`config.mk`:
```
export PLATFORM = sky130hd
export DESIGN_NAME = touch_sample_window_qualifier
export DESIGN_NICKNAME = d
export VERILOG_FILES = /design/src/hw/rtl/tswq_pkg.sv /design/src/hw/rtl/touch_sample_window_qualifier.sv
export SDC_FILE = /design/constraint.sdc
export NUM_CORES = 1
export LEC_CHECK = 0
export ABC_AREA = 1
export BUFFER_PORTS_ARGS = -buffer_cell sky130_fd_sc_hd__buf_2
export CORE_ASPECT_RATIO = 1.75
export CORE_MARGIN = 2
export CORE_UTILIZATION = 50
export CTS_CLUSTER_DIAMETER = 40
export DETAILED_ROUTE_END_ITERATION = 6
export HOLD_SLACK_MARGIN = 0.05
export PLACE_DENSITY = 0.67
export SYNTH_ARGS = -nofsm -noshare
export SYNTH_HDL_FRONTEND = slang
export SYNTH_SLANG_ARGS = --single-unit
```
`constraint.sdc`:
```
create_clock -name clk_i -period 8.8 [get_ports clk_i]
set_input_delay 0.88 -clock clk_i [delete_from_list [all_inputs] [get_ports clk_i]]
set_output_delay 0.88 -clock clk_i [all_outputs]
set_load 0.01 [all_outputs]
```
`src/hw/rtl/tswq_pkg.sv`:
```
// Package for the touch sample window qualifier.
// Register indexes, register reset values and field widths.
// No dependencies.
package tswq_pkg;

  // Configuration port
  localparam int unsigned CfgIdxW  = 3;
  localparam int unsigned CfgDataW = 12;

  // Register indexes
  localparam logic [CfgIdxW-1:0] RegInitialLow   = 3'd0;
  localparam logic [CfgIdxW-1:0] RegInitialHigh  = 3'd1;
  localparam logic [CfgIdxW-1:0] RegWindowMargin = 3'd2;
  localparam logic [CfgIdxW-1:0] RegXOffset      = 3'd3;
  localparam logic [CfgIdxW-1:0] RegYOffset      = 3'd4;
  localparam logic [CfgIdxW-1:0] RegScreenWidth  = 3'd5;
  localparam logic [CfgIdxW-1:0] RegScreenHeight = 3'd6;
  localparam logic [CfgIdxW-1:0] RegNeededCount  = 3'd7;

  // Field widths
  localparam int unsigned LimitW  = 12;
  localparam int unsigned MarginW = 10;
  localparam int unsigned OffsetW = 12;
  localparam int unsigned CoordW  = 10;
  localparam int unsigned CountW  = 4;

  // Register reset values
  localparam logic [LimitW-1:0]  InitialLowRst   = 12'd230;
  localparam logic [LimitW-1:0]  InitialHighRst  = 12'd3860;
  localparam logic [MarginW-1:0] WindowMarginRst = 10'd100;
  localparam logic [OffsetW-1:0] XOffsetRst      = 12'd190;
  localparam logic [OffsetW-1:0] YOffsetRst      = 12'd300;
  localparam logic [CoordW-1:0]  ScreenWidthRst  = 10'd320;
  localparam logic [CoordW-1:0]  ScreenHeightRst = 10'd240;
  localparam logic [CountW-1:0]  NeededCountRst  = 4'd3;

endpackage

```
`src/hw/rtl/touch_sample_window_qualifier.sv`:
```
// Touch sample window qualifier: a sample is held in the input register, and its result, if any,
// is loaded into the result register when the sample leaves the input register.
// Throughput one item per cycle: input register, one stage of window compare, re-centring
// and constant-reciprocal scaling, then a result register; input stalls only while both hold.
// Reset: registers take their reset values, windows open at the initial limits,
// accepted count is zero, both pipeline registers are empty. Depends on tswq_pkg.
module touch_sample_window_qualifier #(
  parameter int unsigned X_DIVISOR   = 11,
  parameter int unsigned Y_DIVISOR   = 14,
  parameter int unsigned SAMPLE_BITS = 12
) (
  input  logic                              clk_i,
  input  logic                              rst_ni,
  // configuration
  input  logic                              cfg_we_i,
  input  logic [tswq_pkg::CfgIdxW-1:0]      cfg_index_i,
  input  logic [tswq_pkg::CfgDataW-1:0]     cfg_data_i,
  // sample channel
  input  logic                              in_valid_i,
  output logic                              in_ready_o,
  input  logic [SAMPLE_BITS-1:0]            x_sample_i,
  input  logic [SAMPLE_BITS-1:0]            y_sample_i,
  input  logic                              pen_down_i,
  // coordinate channel
  output logic                              out_valid_o,
  input  logic                              out_ready_i,
  output logic [tswq_pkg::CoordW-1:0]       screen_x_o,
  output logic [tswq_pkg::CoordW-1:0]       screen_y_o
);

  // Derived widths
  localparam int unsigned WinW = SAMPLE_BITS + 1;
  localparam int unsigned AddW = ((WinW > tswq_pkg::MarginW) ? WinW : tswq_pkg::MarginW) + 1;
  localparam int unsigned DifW = (SAMPLE_BITS > tswq_pkg::OffsetW) ? SAMPLE_BITS
                                                                   : tswq_pkg::OffsetW;
  // Reciprocal scaling: floor(n / D) = (n * ceil(2^Sh / D)) >> Sh for n < 2^DifW, D <= 64
  localparam int unsigned RecSh = DifW + 6;
  localparam int unsigned RecW  = RecSh + 1;
  localparam int unsigned PrdW  = DifW + RecW;
  localparam longint unsigned XRecip = ((64'd1 << RecSh) + X_DIVISOR - 1) / X_DIVISOR;
  localparam longint unsigned YRecip = ((64'd1 << RecSh) + Y_DIVISOR - 1) / Y_DIVISOR;

  localparam logic [RecW-1:0] XRecipC = RecW'(XRecip);
  localparam logic [RecW-1:0] YRecipC = RecW'(YRecip);

  // ------------------------------------------------------------------
  // Configuration registers
  // ------------------------------------------------------------------
  logic [tswq_pkg::LimitW-1:0]  init_low_q, init_high_q;
  logic [tswq_pkg::MarginW-1:0] margin_q;
  logic [tswq_pkg::OffsetW-1:0] x_offset_q, y_offset_q;
  logic [tswq_pkg::CoordW-1:0]  width_q, height_q;
  logic [tswq_pkg::CountW-1:0]  needed_q;

  always_ff @(posedge clk_i or negedge rst_ni) begin
    if (!rst_ni) begin
      init_low_q  <= tswq_pkg::InitialLowRst;
      init_high_q <= tswq_pkg::InitialHighRst;
      margin_q    <= tswq_pkg::WindowMarginRst;
      x_offset_q  <= tswq_pkg::XOffsetRst;
      y_offset_q  <= tswq_pkg::YOffsetRst;
      width_q     <= tswq_pkg::ScreenWidthRst;
      height_q    <= tswq_pkg::ScreenHeightRst;
      needed_q    <= tswq_pkg::NeededCountRst;
    end else if (cfg_we_i) begin
      case (cfg_index_i)
        tswq_pkg::RegInitialLow:   init_low_q  <= cfg_data_i[tswq_pkg::LimitW-1:0];
        tswq_pkg::RegInitialHigh:  init_high_q <= cfg_data_i[tswq_pkg::LimitW-1:0];
        tswq_pkg::RegWindowMargin: margin_q    <= cfg_data_i[tswq_pkg::MarginW-1:0];
        tswq_pkg::RegXOffset:      x_offset_q  <= cfg_data_i[tswq_pkg::OffsetW-1:0];
        tswq_pkg::RegYOffset:      y_offset_q  <= cfg_data_i[tswq_pkg::OffsetW-1:0];
        tswq_pkg::RegScreenWidth:  width_q     <= cfg_data_i[tswq_pkg::CoordW-1:0];
        tswq_pkg::RegScreenHeight: height_q    <= cfg_data_i[tswq_pkg::CoordW-1:0];
        tswq_pkg::RegNeededCount:  needed_q    <= cfg_data_i[tswq_pkg::CountW-1:0];
        default: ;
      endcase
    end
  end

  // ------------------------------------------------------------------
  // Handshake: input register and result register
  // ------------------------------------------------------------------
  logic                   s1_valid_q;
  logic [SAMPLE_BITS-1:0] s1_x_q, s1_y_q;
  logic                   s1_pen_q;
  logic                   s1_fire;
  logic                   out_valid_q;
  logic                   emit;

  assign s1_fire    = s1_valid_q && (!out_valid_q || out_ready_i);
  assign in_ready_o = !s1_valid_q || s1_fire;

  always_ff @(posedge clk_i or negedge rst_ni) begin
    if (!rst_ni) begin
      s1_valid_q <= 1'b0;
    end else if (in_ready_o) begin
      s1_valid_q <= in_valid_i;
    end
  end

  always_ff @(posedge clk_i) begin
    if (in_valid_i && in_ready_o) begin
      s1_x_q   <= x_sample_i;
      s1_y_q   <= y_sample_i;
      s1_pen_q <= pen_down_i;
    end
  end

  // ------------------------------------------------------------------
  // Window check and re-centring
  // ------------------------------------------------------------------
  logic [WinW-1:0]             x_low_q, x_high_q, y_low_q, y_high_q;
  logic [WinW-1:0]             x_low_d, x_high_d, y_low_d, y_high_d;
  logic [tswq_pkg::CountW-1:0] count_q, count_d, count_inc, need;
  logic [WinW-1:0]             x_w, y_w, init_low_w, init_high_w;
  logic [AddW-1:0]             x_a, y_a, m_a;
  logic                        in_window;

  assign x_w         = WinW'(s1_x_q);
  assign y_w         = WinW'(s1_y_q);
  assign init_low_w  = WinW'(init_low_q);
  assign init_high_w = WinW'(init_high_q);
  assign x_a         = AddW'(s1_x_q);
  assign y_a         = AddW'(s1_y_q);
  assign m_a         = AddW'(margin_q);

  assign in_window = (x_w > x_low_q) && (x_w < x_high_q) &&
                     (y_w > y_low_q) && (y_w < y_high_q);

  // zero needed count behaves as one
  assign need      = (needed_q == '0) ? tswq_pkg::CountW'(1) : needed_q;
  assign count_inc = count_q + tswq_pkg::CountW'(1);
  assign emit      = s1_pen_q && in_window && (count_inc >= need);

  always_comb begin
    x_low_d  = x_low_q;
    x_high_d = x_high_q;
    y_low_d  = y_low_q;
    y_high_d = y_high_q;
    count_d  = count_q;
    if (!s1_pen_q || emit) begin
      // session restart
      x_low_d  = init_low_w;
      y_low_d  = init_low_w;
      x_high_d = init_high_w;
      y_high_d = init_high_w;
      count_d  = '0;
    end else if (in_window) begin
      x_low_d  = (x_a > m_a) ? WinW'(x_a - m_a) : '0;
      y_low_d  = (y_a > m_a) ? WinW'(y_a - m_a) : '0;
      x_high_d = WinW'(x_a + m_a);
      y_high_d = WinW'(y_a + m_a);
      count_d  = count_inc;
    end
  end

  always_ff @(posedge clk_i or negedge rst_ni) begin
    if (!rst_ni) begin
      x_low_q  <= WinW'(tswq_pkg::InitialLowRst);
      y_low_q  <= WinW'(tswq_pkg::InitialLowRst);
      x_high_q <= WinW'(tswq_pkg::InitialHighRst);
      y_high_q <= WinW'(tswq_pkg::InitialHighRst);
      count_q  <= '0;
    end else if (s1_fire) begin
      x_low_q  <= x_low_d;
      y_low_q  <= y_low_d;
      x_high_q <= x_high_d;
      y_high_q <= y_high_d;
      count_q  <= count_d;
    end
  end

  // ------------------------------------------------------------------
  // Scaling and mirroring
  // ------------------------------------------------------------------
  logic [DifW-1:0]             x_s, y_s, x_o, y_o, x_diff, y_diff;
  logic [PrdW-1:0]             x_prod, y_prod;
  logic [DifW-1:0]             x_scaled, y_scaled;
  logic [tswq_pkg::CoordW-1:0] scr_x_d, scr_y_d, scr_x_q, scr_y_q;

  assign x_s = DifW'(s1_x_q);
  assign y_s = DifW'(s1_y_q);
  assign x_o = DifW'(x_offset_q);
  assign y_o = DifW'(y_offset_q);

  // sample below offset scales to zero
  assign x_diff = (x_s >= x_o) ? (x_s - x_o) : '0;
  assign y_diff = (y_s >= y_o) ? (y_s - y_o) : '0;

  assign x_prod   = PrdW'(x_diff) * PrdW'(XRecipC);
  assign y_prod   = PrdW'(y_diff) * PrdW'(YRecipC);
  assign x_scaled = x_prod[RecSh +: DifW];
  assign y_scaled = y_prod[RecSh +: DifW];

  // mirror against screen size, clamp at zero
  assign scr_x_d = (DifW'(width_q) >= x_scaled)
                   ? (width_q - x_scaled[tswq_pkg::CoordW-1:0]) : '0;
  assign scr_y_d = (DifW'(height_q) >= y_scaled)
                   ? (height_q - y_scaled[tswq_pkg::CoordW-1:0]) : '0;

  always_ff @(posedge clk_i or negedge rst_ni) begin
    if (!rst_ni) begin
      out_valid_q <= 1'b0;
    end else if (s1_fire) begin
      out_valid_q <= emit;
    end else if (out_ready_i) begin
      out_valid_q <= 1'b0;
    end
  end

  always_ff @(posedge clk_i) begin
    if (s1_fire && emit) begin
      scr_x_q <= scr_x_d;
      scr_y_q <= scr_y_d;
    end
  end

  assign out_valid_o = out_valid_q;
  assign screen_x_o  = scr_x_q;
  assign screen_y_o  = scr_y_q;

  // ------------------------------------------------------------------
  // Assertions
  // ------------------------------------------------------------------
  a_pen_up_restarts: assert property (@(posedge clk_i) disable iff (!rst_ni)
    (s1_fire && !s1_pen_q) |=> (count_q == '0) && !out_valid_q)
    else $error("pen release did not restart session");

  a_emit_restarts: assert property (@(posedge clk_i) disable iff (!rst_ni)
    (s1_fire && emit) |=> (count_q == '0) && out_valid_q)
    else $error("emit did not restart session or raise result");

  a_stall_holds_input: assert property (@(posedge clk_i) disable iff (!rst_ni)
    !in_ready_o |-> (s1_valid_q && out_valid_q && !out_ready_i))
    else $error("input stalled without a blocked result");

  a_count_only_on_fire: assert property (@(posedge clk_i) disable iff (!rst_ni)
    !s1_fire |=> $stable(count_q))
    else $error("accepted count moved without a transfer");

endmodule

```
==> results by group, run 1 <==
Yosys
  – Top FF cell, synth: sky130_fd_sc_hd__dfrtp_1
  – Area fraction in compound gates after synthesis: roughly a tenth
  – Seq/Total Area, Yosys: 27.4%
  – Dominant cell type by area after synthesis: sky130_fd_sc_hd__ha_1
  – Arithmetic-cell share of the synthesized area counting full adders, half adders and majority gates: around 27%
  – Number of enable flip-flop cells after synthesis: 45
  – Synthesized-area fraction occupied by and/or/nand/nor cells: 22.2%
  – Top cells by area, synth: sky130_fd_sc_hd__ha_1, sky130_fd_sc_hd__nand2_1, sky130_fd_sc_hd__dfrtp_1, sky130_fd_sc_hd__inv_1, sky130_fd_sc_hd__dfstp_2
  – Mapped Avg Cell Area: 7.64 um^2
  – Number of synthesized register bits: roughly 190
  – Ys async rst share: between 70% and 80%
  – Parity-gate share of the synthesized area counting xor and xnor cells: around 3.6%
  – Combined area of all synthesized cells: between 15000 and 20000 um^2
  – Syn Nets: 2751
  – Cells after synthesis: 2352
  – Ys Warns: 0
  – Number of distinct standard cells referenced by the synthesized netlist: 44
  – Largest family of logic cells by synthesized area: adder cells
  – Portion of synthesized cell area occupied by the leading cell type: roughly a fifth
  – Fraction of synthesized area in multiplexers: 0%

Floorplan
  – Number of top-level pins: 67
  – Die Wd: roughly 150 um
  – Effective utilization at floorplan: 50.9%
  – Core region area: 35300 um^2
  – DIE AREA: 37500 um^2
  – Die span in y: roughly 250 um
  – Site Rows: 91

Timing
  – Peak Freq: between 100 and 150 MHz
  – Final period util: slightly above 90%
  – Clock period minus final worst setup slack: between 8 and 9 ns
  – Number of endpoints failing setup at the final stage: 0
  – Crit path setup slack, layout: 0.685 ns
  – RSZ-0062 raised after global routing: false
  – Final count of pins violating max slew: 0
  – Summed negative setup slack over all endpoints: 0 ns
  – Clk_skew: ~0.017 ns
  – Tightest slew margin relative to the limit: between 20% and 30%
  – Hold Fails Final Rpt: 0
  – Pin slew with the least headroom to its limit: 1.11 ns

Detailed routing
  – Total vias in the final route: between 15k and 20k
  – Detailed Route WL: between 50 and 60 mm
  – First DRT Iteration DRCs: slightly below 900
  – DRC violation count after routing: 0
  – Routed len/inst: about 19 um
  – First drt pass iteration count: 6
  – Number of vias per cell after detailed routing: 5.45
  – Count of nets left with antenna violations after detail routing: 0

Critical path
  – Largest stage delay on the critical path: around 0.57 ns
  – Data arrival time of the critical path: 8.33 ns
  – Launching element type of the critical path: register
  – Worst R2R Path Depth: 44
  – Critical Path End Type: register
  – Launch instance of the worst register-to-register path: s1_x_q[0]
  – FF-to-FF setup slack: about 0.68 ns
  – Req. time, crit path: 9.02 ns
  – Worst reg2reg path endpoint: screen_x_o[5]
  – Library cell appearing most often on the critical path: sky130_fd_sc_hd__inv_1
  – Slowest CP cell: sky130_fd_sc_hd__fa_1
  – Critical path fanouts, max: 8
  – Crit Path Category: reg2reg

CTS
  – Insertion delay of the later-clocked pin in the worst-skew pair: ~0.46 ns
  – Worst-case clock buffer depth: 2
  – Clock tree from TritonCTS: done
  – Number of levels the H-tree was split into: 4
  – Total clock buffers created by CTS: 17
  – Clock-pin slew on the worst setup and hold paths: roughly 0.08 ns
  – CTS root buf: sky130_fd_sc_hd__clkbuf_16
  – CTS Sinks: roughly 190
  – Post-CTS Hold Fix Bufs: 0

Finish
  – Share of cells above drive strength 1: between 7 and 8%
  – Number of nets in the finished design: ~2.8k
  – Antenna cells: 0
  – Most frequent cells in the layout: sky130_fd_sc_hd__nand2_1, sky130_fd_sc_hd__inv_1, sky130_fd_sc_hd__ha_1, sky130_fd_sc_hd__nor2_1, sky130_fd_sc_hd__o21ai_0
  – Area Growth Syn to Fin: 7.87%
  – Final instance area: 19400 um^2
  – Most common cell after layout, fill and taps aside: sky130_fd_sc_hd__nand2_1
  – Total of fill cells in the finished design: ~3.5k

Hold path
  – Worst hold path type: in2async

Global routing
  – Global-route congestion overflow total: 0
  – Antenna violations before repair: 0
  – Largest net degree at the start of global routing: 74
  – GR Util All Layers: about 29%
  – Global-route wire length before repair: about 85 mm
  – Vias in the first global route: ~16k

Placement
  – Final HPWL from detailed placement: 43.1 mm
  – Count of input and output buffers: 66
  – Minimum setup slack after placement: about 0.56 ns
  – Cell area after placement: 18700 um^2
  – Global placer's final weighted congestion: between 0.9 and 1

Job
  – Max_cap viols: 0

Status
  – Run status: finished clean
==> how the worst max path moves through the flow <==
stage	from	to	slack, ns	depth (start not counted)
after global placement	s1_x_q[1]	screen_x_o[5]	0.78	42
after floorplan	s1_x_q[1]	screen_x_o[5]	1.52	42
after CTS	s1_x_q[1]	screen_x_o[5]	0.45	42
after global routing	s1_x_q[0]	screen_x_o[5]	0.01	44
final	s1_x_q[0]	screen_x_o[5]	0.68	44
after detailed placement	s1_x_q[1]	screen_x_o[5]	0.56	42
==> cells in the mapped netlist, types with 2 or more instances <==
cell / n
sky130_fd_sc_hd__xor2_1: 48
sky130_fd_sc_hd__o21a_1: 4
sky130_fd_sc_hd__nand3b_1: 5
sky130_fd_sc_hd__nor3_1: 20
sky130_fd_sc_hd__o211ai_1: 4
sky130_fd_sc_hd__nor3b_1: 3
sky130_fd_sc_hd__o2111ai_1: 4
sky130_fd_sc_hd__nand2_1: 628
sky130_fd_sc_hd__o21ai_0: 146
sky130_fd_sc_hd__a31oi_1: 7
sky130_fd_sc_hd__dfstp_2: 54
sky130_fd_sc_hd__edfxtp_1: 45
sky130_fd_sc_hd__a21oi_1: 111
sky130_fd_sc_hd__buf_2: 6
sky130_fd_sc_hd__fa_1: 65
sky130_fd_sc_hd__a21oi_2: 2
sky130_fd_sc_hd__or2_2: 3
sky130_fd_sc_hd__nor4_1: 5
sky130_fd_sc_hd__dfrtp_1: 86
sky130_fd_sc_hd__inv_1: 384
sky130_fd_sc_hd__inv_2: 5
sky130_fd_sc_hd__o31ai_1: 4
sky130_fd_sc_hd__ha_1: 289
sky130_fd_sc_hd__nor2_1: 169
sky130_fd_sc_hd__o21bai_1: 16
sky130_fd_sc_hd__nand3_1: 126
sky130_fd_sc_hd__buf_4: 6
sky130_fd_sc_hd__nand4_1: 21
sky130_fd_sc_hd__xnor2_1: 26
sky130_fd_sc_hd__a21boi_0: 2
sky130_fd_sc_hd__a211oi_1: 6
sky130_fd_sc_hd__a21o_1: 10
sky130_fd_sc_hd__buf_6: 6
sky130_fd_sc_hd__buf_1: 5
sky130_fd_sc_hd__clkbuf_1: 22
==> layer usage <==
metal / vias to the layer above / routed length (um) / track usage, %
li1: 7675 / - / -
met1: 7553 / 20100 / 31.3
met2: 349 / 28800 / 56.2
met3: 136 / 1440 / 2.65
met4: 0 / 3040 / 15.9
met5: - / 0 / 0
==> repair_timing <==
item | 4_1_cts | 5_1_grt
setup endpoints to repair | 0 | 9
buffers inserted | 0 | 2
gates resized for setup | 0 | 15
==> metrics by stage <==
step | instances | util [%] | hold slack, ns
after floorplan | 2352 | - | 0.446
after global placement | 2849 | 53.1 | 0.457
after detailed placement | 2849 | 53.1 | 0.457
after CTS | 2881 | 54.7 | 0.466
after global routing | 2883 | 54.9 | 0.482
final | 2883 | 54.9 | 0.438
==> area by class of cell <==
class / instances / area (um^2) / area share [%]
Timing Repair Buffer: 79 / 447 / 2.31
Multi-Input combinational cell: 1733 / 11400 / 58.9
Sequential cell: 185 / 4920 / 25.4
Inverter: 389 / 1460 / 7.56
Clock buffer: 19 / 433 / 2.23
Clock inverter: 13 / 124 / 0.639
Tap cell: 465 / 582 / 3.00
==> cell families after synthesis <==
logic type               count (synthesis)
AO/OA/AOI/OAI                          321
flip-flops                             185
XOR/XNOR                                74
adder cells (fa/ha/maj)                354
AND/OR/NAND/NOR                        984
buffers and inverters                  434
==> critical path: cells and delay by family (launching register included) <==
kind | cells | cell delay (ns)
flip-flops | 1 | 0.37
buffers and inverters | 13 | 1.08
AO/OA/AOI/OAI | 4 | 0.57
adder cells (fa/ha/maj) | 10 | 3.91
XOR/XNOR | 1 | 0.17
AND/OR/NAND/NOR | 16 | 1.77
==> flip-flops by register name, summed over array words and instances, names as in the netlist, 4 cells and up <==
register     cells
x_high_q        13
x_low_q         13
y_high_q        13
y_low_q         13
init_high_q     12
init_low_q      12
s1_x_q          12
s1_y_q          12
x_o             12
y_o             12
height_q        10
margin_q        10
screen_x_o      10
screen_y_o      10
width_q         10
count_q          4
needed_q         4
Power of run 1 is not shown: default switching activity piles up to over one toggle a cycle in this logic, so the estimate is an artifact.
==> inputs of run 2 (changes only) <==
- clock period: 8.8 -> 9.2 ns (I/O delays scaled with it)
==> results by group, run 2 (synthesis results as in run 1) <==
Critical path
  – Buffer and inverter count on the worst path: 12
  – Crit Path Category: reg2reg
  – Launching element type of the critical path: register
  – Req. time, crit path: about 9.4 ns
  – Launch instance of the worst register-to-register path: s1_x_q[1]
  – Worst reg2reg path endpoint: screen_x_o[5]
  – Library cell appearing most often on the critical path: sky130_fd_sc_hd__inv_1
  – Worst R2R Path Depth: 42
  – FF-to-FF setup slack: roughly 0.95 ns
  – Top delay family on crit path: adder cells
  – Slowest CP cell: sky130_fd_sc_hd__fa_1
  – Critical path fanouts, max: 8
  – Critical Path End Type: register
  – Instance count on the critical path: 42
  – Critical Path Source: s1_x_q[1]
  – Critical Path Sink: screen_x_o[5]
  – Largest stage delay on the critical path: between 0.5 and 0.6 ns
  – Data arrival time of the critical path: about 8.5 ns

CTS
  – CTS root buf: sky130_fd_sc_hd__clkbuf_16
  – Number of levels the H-tree was split into: 4
  – Worst-case clock buffer depth: 2
  – Post-CTS Setup Repair Bufs: 0
  – Post-CTS Hold Fix Bufs: 0
  – Clock tree from TritonCTS: done
  – Total clock buffers created by CTS: 17
  – Insertion delay of the later-clocked pin in the worst-skew pair: 0.45 ns
  – CTS Sinks: around 190
  – Clock-pin slew on the worst setup and hold paths: ~0.07 ns
  – Cts repair resizes: 0

Placement
  – Count of input and output buffers: 66
  – Final HPWL from detailed placement: between 40 and 50 mm
  – Global placer's final weighted congestion: ~0.9

Floorplan
  – Number of top-level pins: 67
  – Die Wd: between 100 and 150 um
  – Core region area: approximately 35000 um^2
  – Site Rows: 91
  – Effective utilization at floorplan: between 50% and 60%
  – DIE AREA: around 38000 um^2
  – Die span in y: between 200 and 300 um

Detailed routing
  – Detailed Route WL: between 50 and 60 mm
  – Count of nets left with antenna violations after detail routing: 0
  – Routed len/inst: roughly 19 um
  – Number of vias per cell after detailed routing: 5.39
  – First drt pass iteration count: 5
  – First DRT Iteration DRCs: 931
  – Detailed-route wire length on metal 1: around 20 mm
  – Total vias in the final route: ~16k
  – Length of routed met3 wiring: roughly 1.5 mm
  – Met2 routed WL: between 20 and 30 mm
  – Highest routing layer actually used: met4
  – DRC violation count after routing: 0

Global routing
  – Global-route wire length before repair: 84.1 mm
  – Vias in the first global route: 15.8k
  – Global-route congestion overflow total: 0
  – Antenna violations before repair: 0
  – GR Util All Layers: ~29%
  – Largest net degree at the start of global routing: 77

Finish
  – Most common cell after layout, fill and taps aside: sky130_fd_sc_hd__nand2_1
  – Number of nets in the finished design: ~2.8k
  – Antenna cells: 0
  – Total of fill cells in the finished design: around 3.5k
  – Most frequent cells in the layout: sky130_fd_sc_hd__nand2_1, sky130_fd_sc_hd__inv_1, sky130_fd_sc_hd__ha_1, sky130_fd_sc_hd__nor2_1, sky130_fd_sc_hd__o21ai_0
  – Share of cells above drive strength 1: under 10%
  – Area Growth Syn to Fin: 7.27%

Timing
  – Number of endpoints failing setup at the final stage: 0
  – Clk_skew: about 0.015 ns
  – Tightest slew margin relative to the limit: between 20% and 30%
  – Final count of pins violating max slew: 0
  – Clock period minus final worst setup slack: 8.25 ns
  – RSZ-0062 raised after global routing: false
  – Hold Fails Final Rpt: 0
  – Pin slew with the least headroom to its limit: 1.10 ns
  – Peak Freq: between 100 and 150 MHz
  – Final period util: between 80% and 90%
  – Summed negative setup slack over all endpoints: 0 ns

Hold path
  – Worst hold path type: in2async

Job
  – Max_cap viols: 0

Status
  – Run status: finished clean
[run 2: cell count changes in the layout (fill, tap and decap cells not counted), sizes merged]
cell / change
clkinvlp: -1
buf: -6
clkbuf: +2
clkinv: -2
inv: +2
bufinv: -1
[run 2: area by class of cell]
cell class,count,area (um^2),share of cell area (%)
multi-input combinational,1733,11300,58.9
timing repair buffer,73,389,2.02
clock buffer,21,483,2.51
tap,465,582,3.02
inverter,389,1460,7.58
clock inverter,11,86.3,0.448
sequential,185,4920,25.6
[run 2: worst min-delay path by stage]
stage                            start      endpoint  slack (ns)
final                           rst_ni  y_high_q[12]        0.47
after global routing        y_low_q[6]    y_low_q[6]        0.48
after CTS                   y_low_q[6]    y_low_q[6]        0.47
after detailed placement  x_high_q[10]  x_high_q[10]        0.46
after global placement     x_high_q[9]   x_high_q[9]        0.46
after floorplan           x_high_q[10]  x_high_q[10]        0.45
[run 2: stage by stage]
stage,setup WS [ns],utilization (%),hold slack [ns],cells,instance area [um^2]
2_1_floorplan,1.92,-,0.446,2352,18000
3_3_place_gp,1.15,53.0,0.456,2845,18700
3_5_place_dp,1.02,53.0,0.458,2845,18700
4_1_cts,0.990,54.6,0.471,2877,19300
5_1_grt,0.233,54.6,0.483,2877,19300
6_report,0.951,54.6,0.465,2877,19300
[run 2: routing by layer]
layer	vias to the layer above	GRT usage (%)
li1	7669	-
met4	0	14.6
met5	-	0
met1	7406	31.0
met2	329	55.9
met3	116	3.15
Power of run 2 is left out for the same reason.
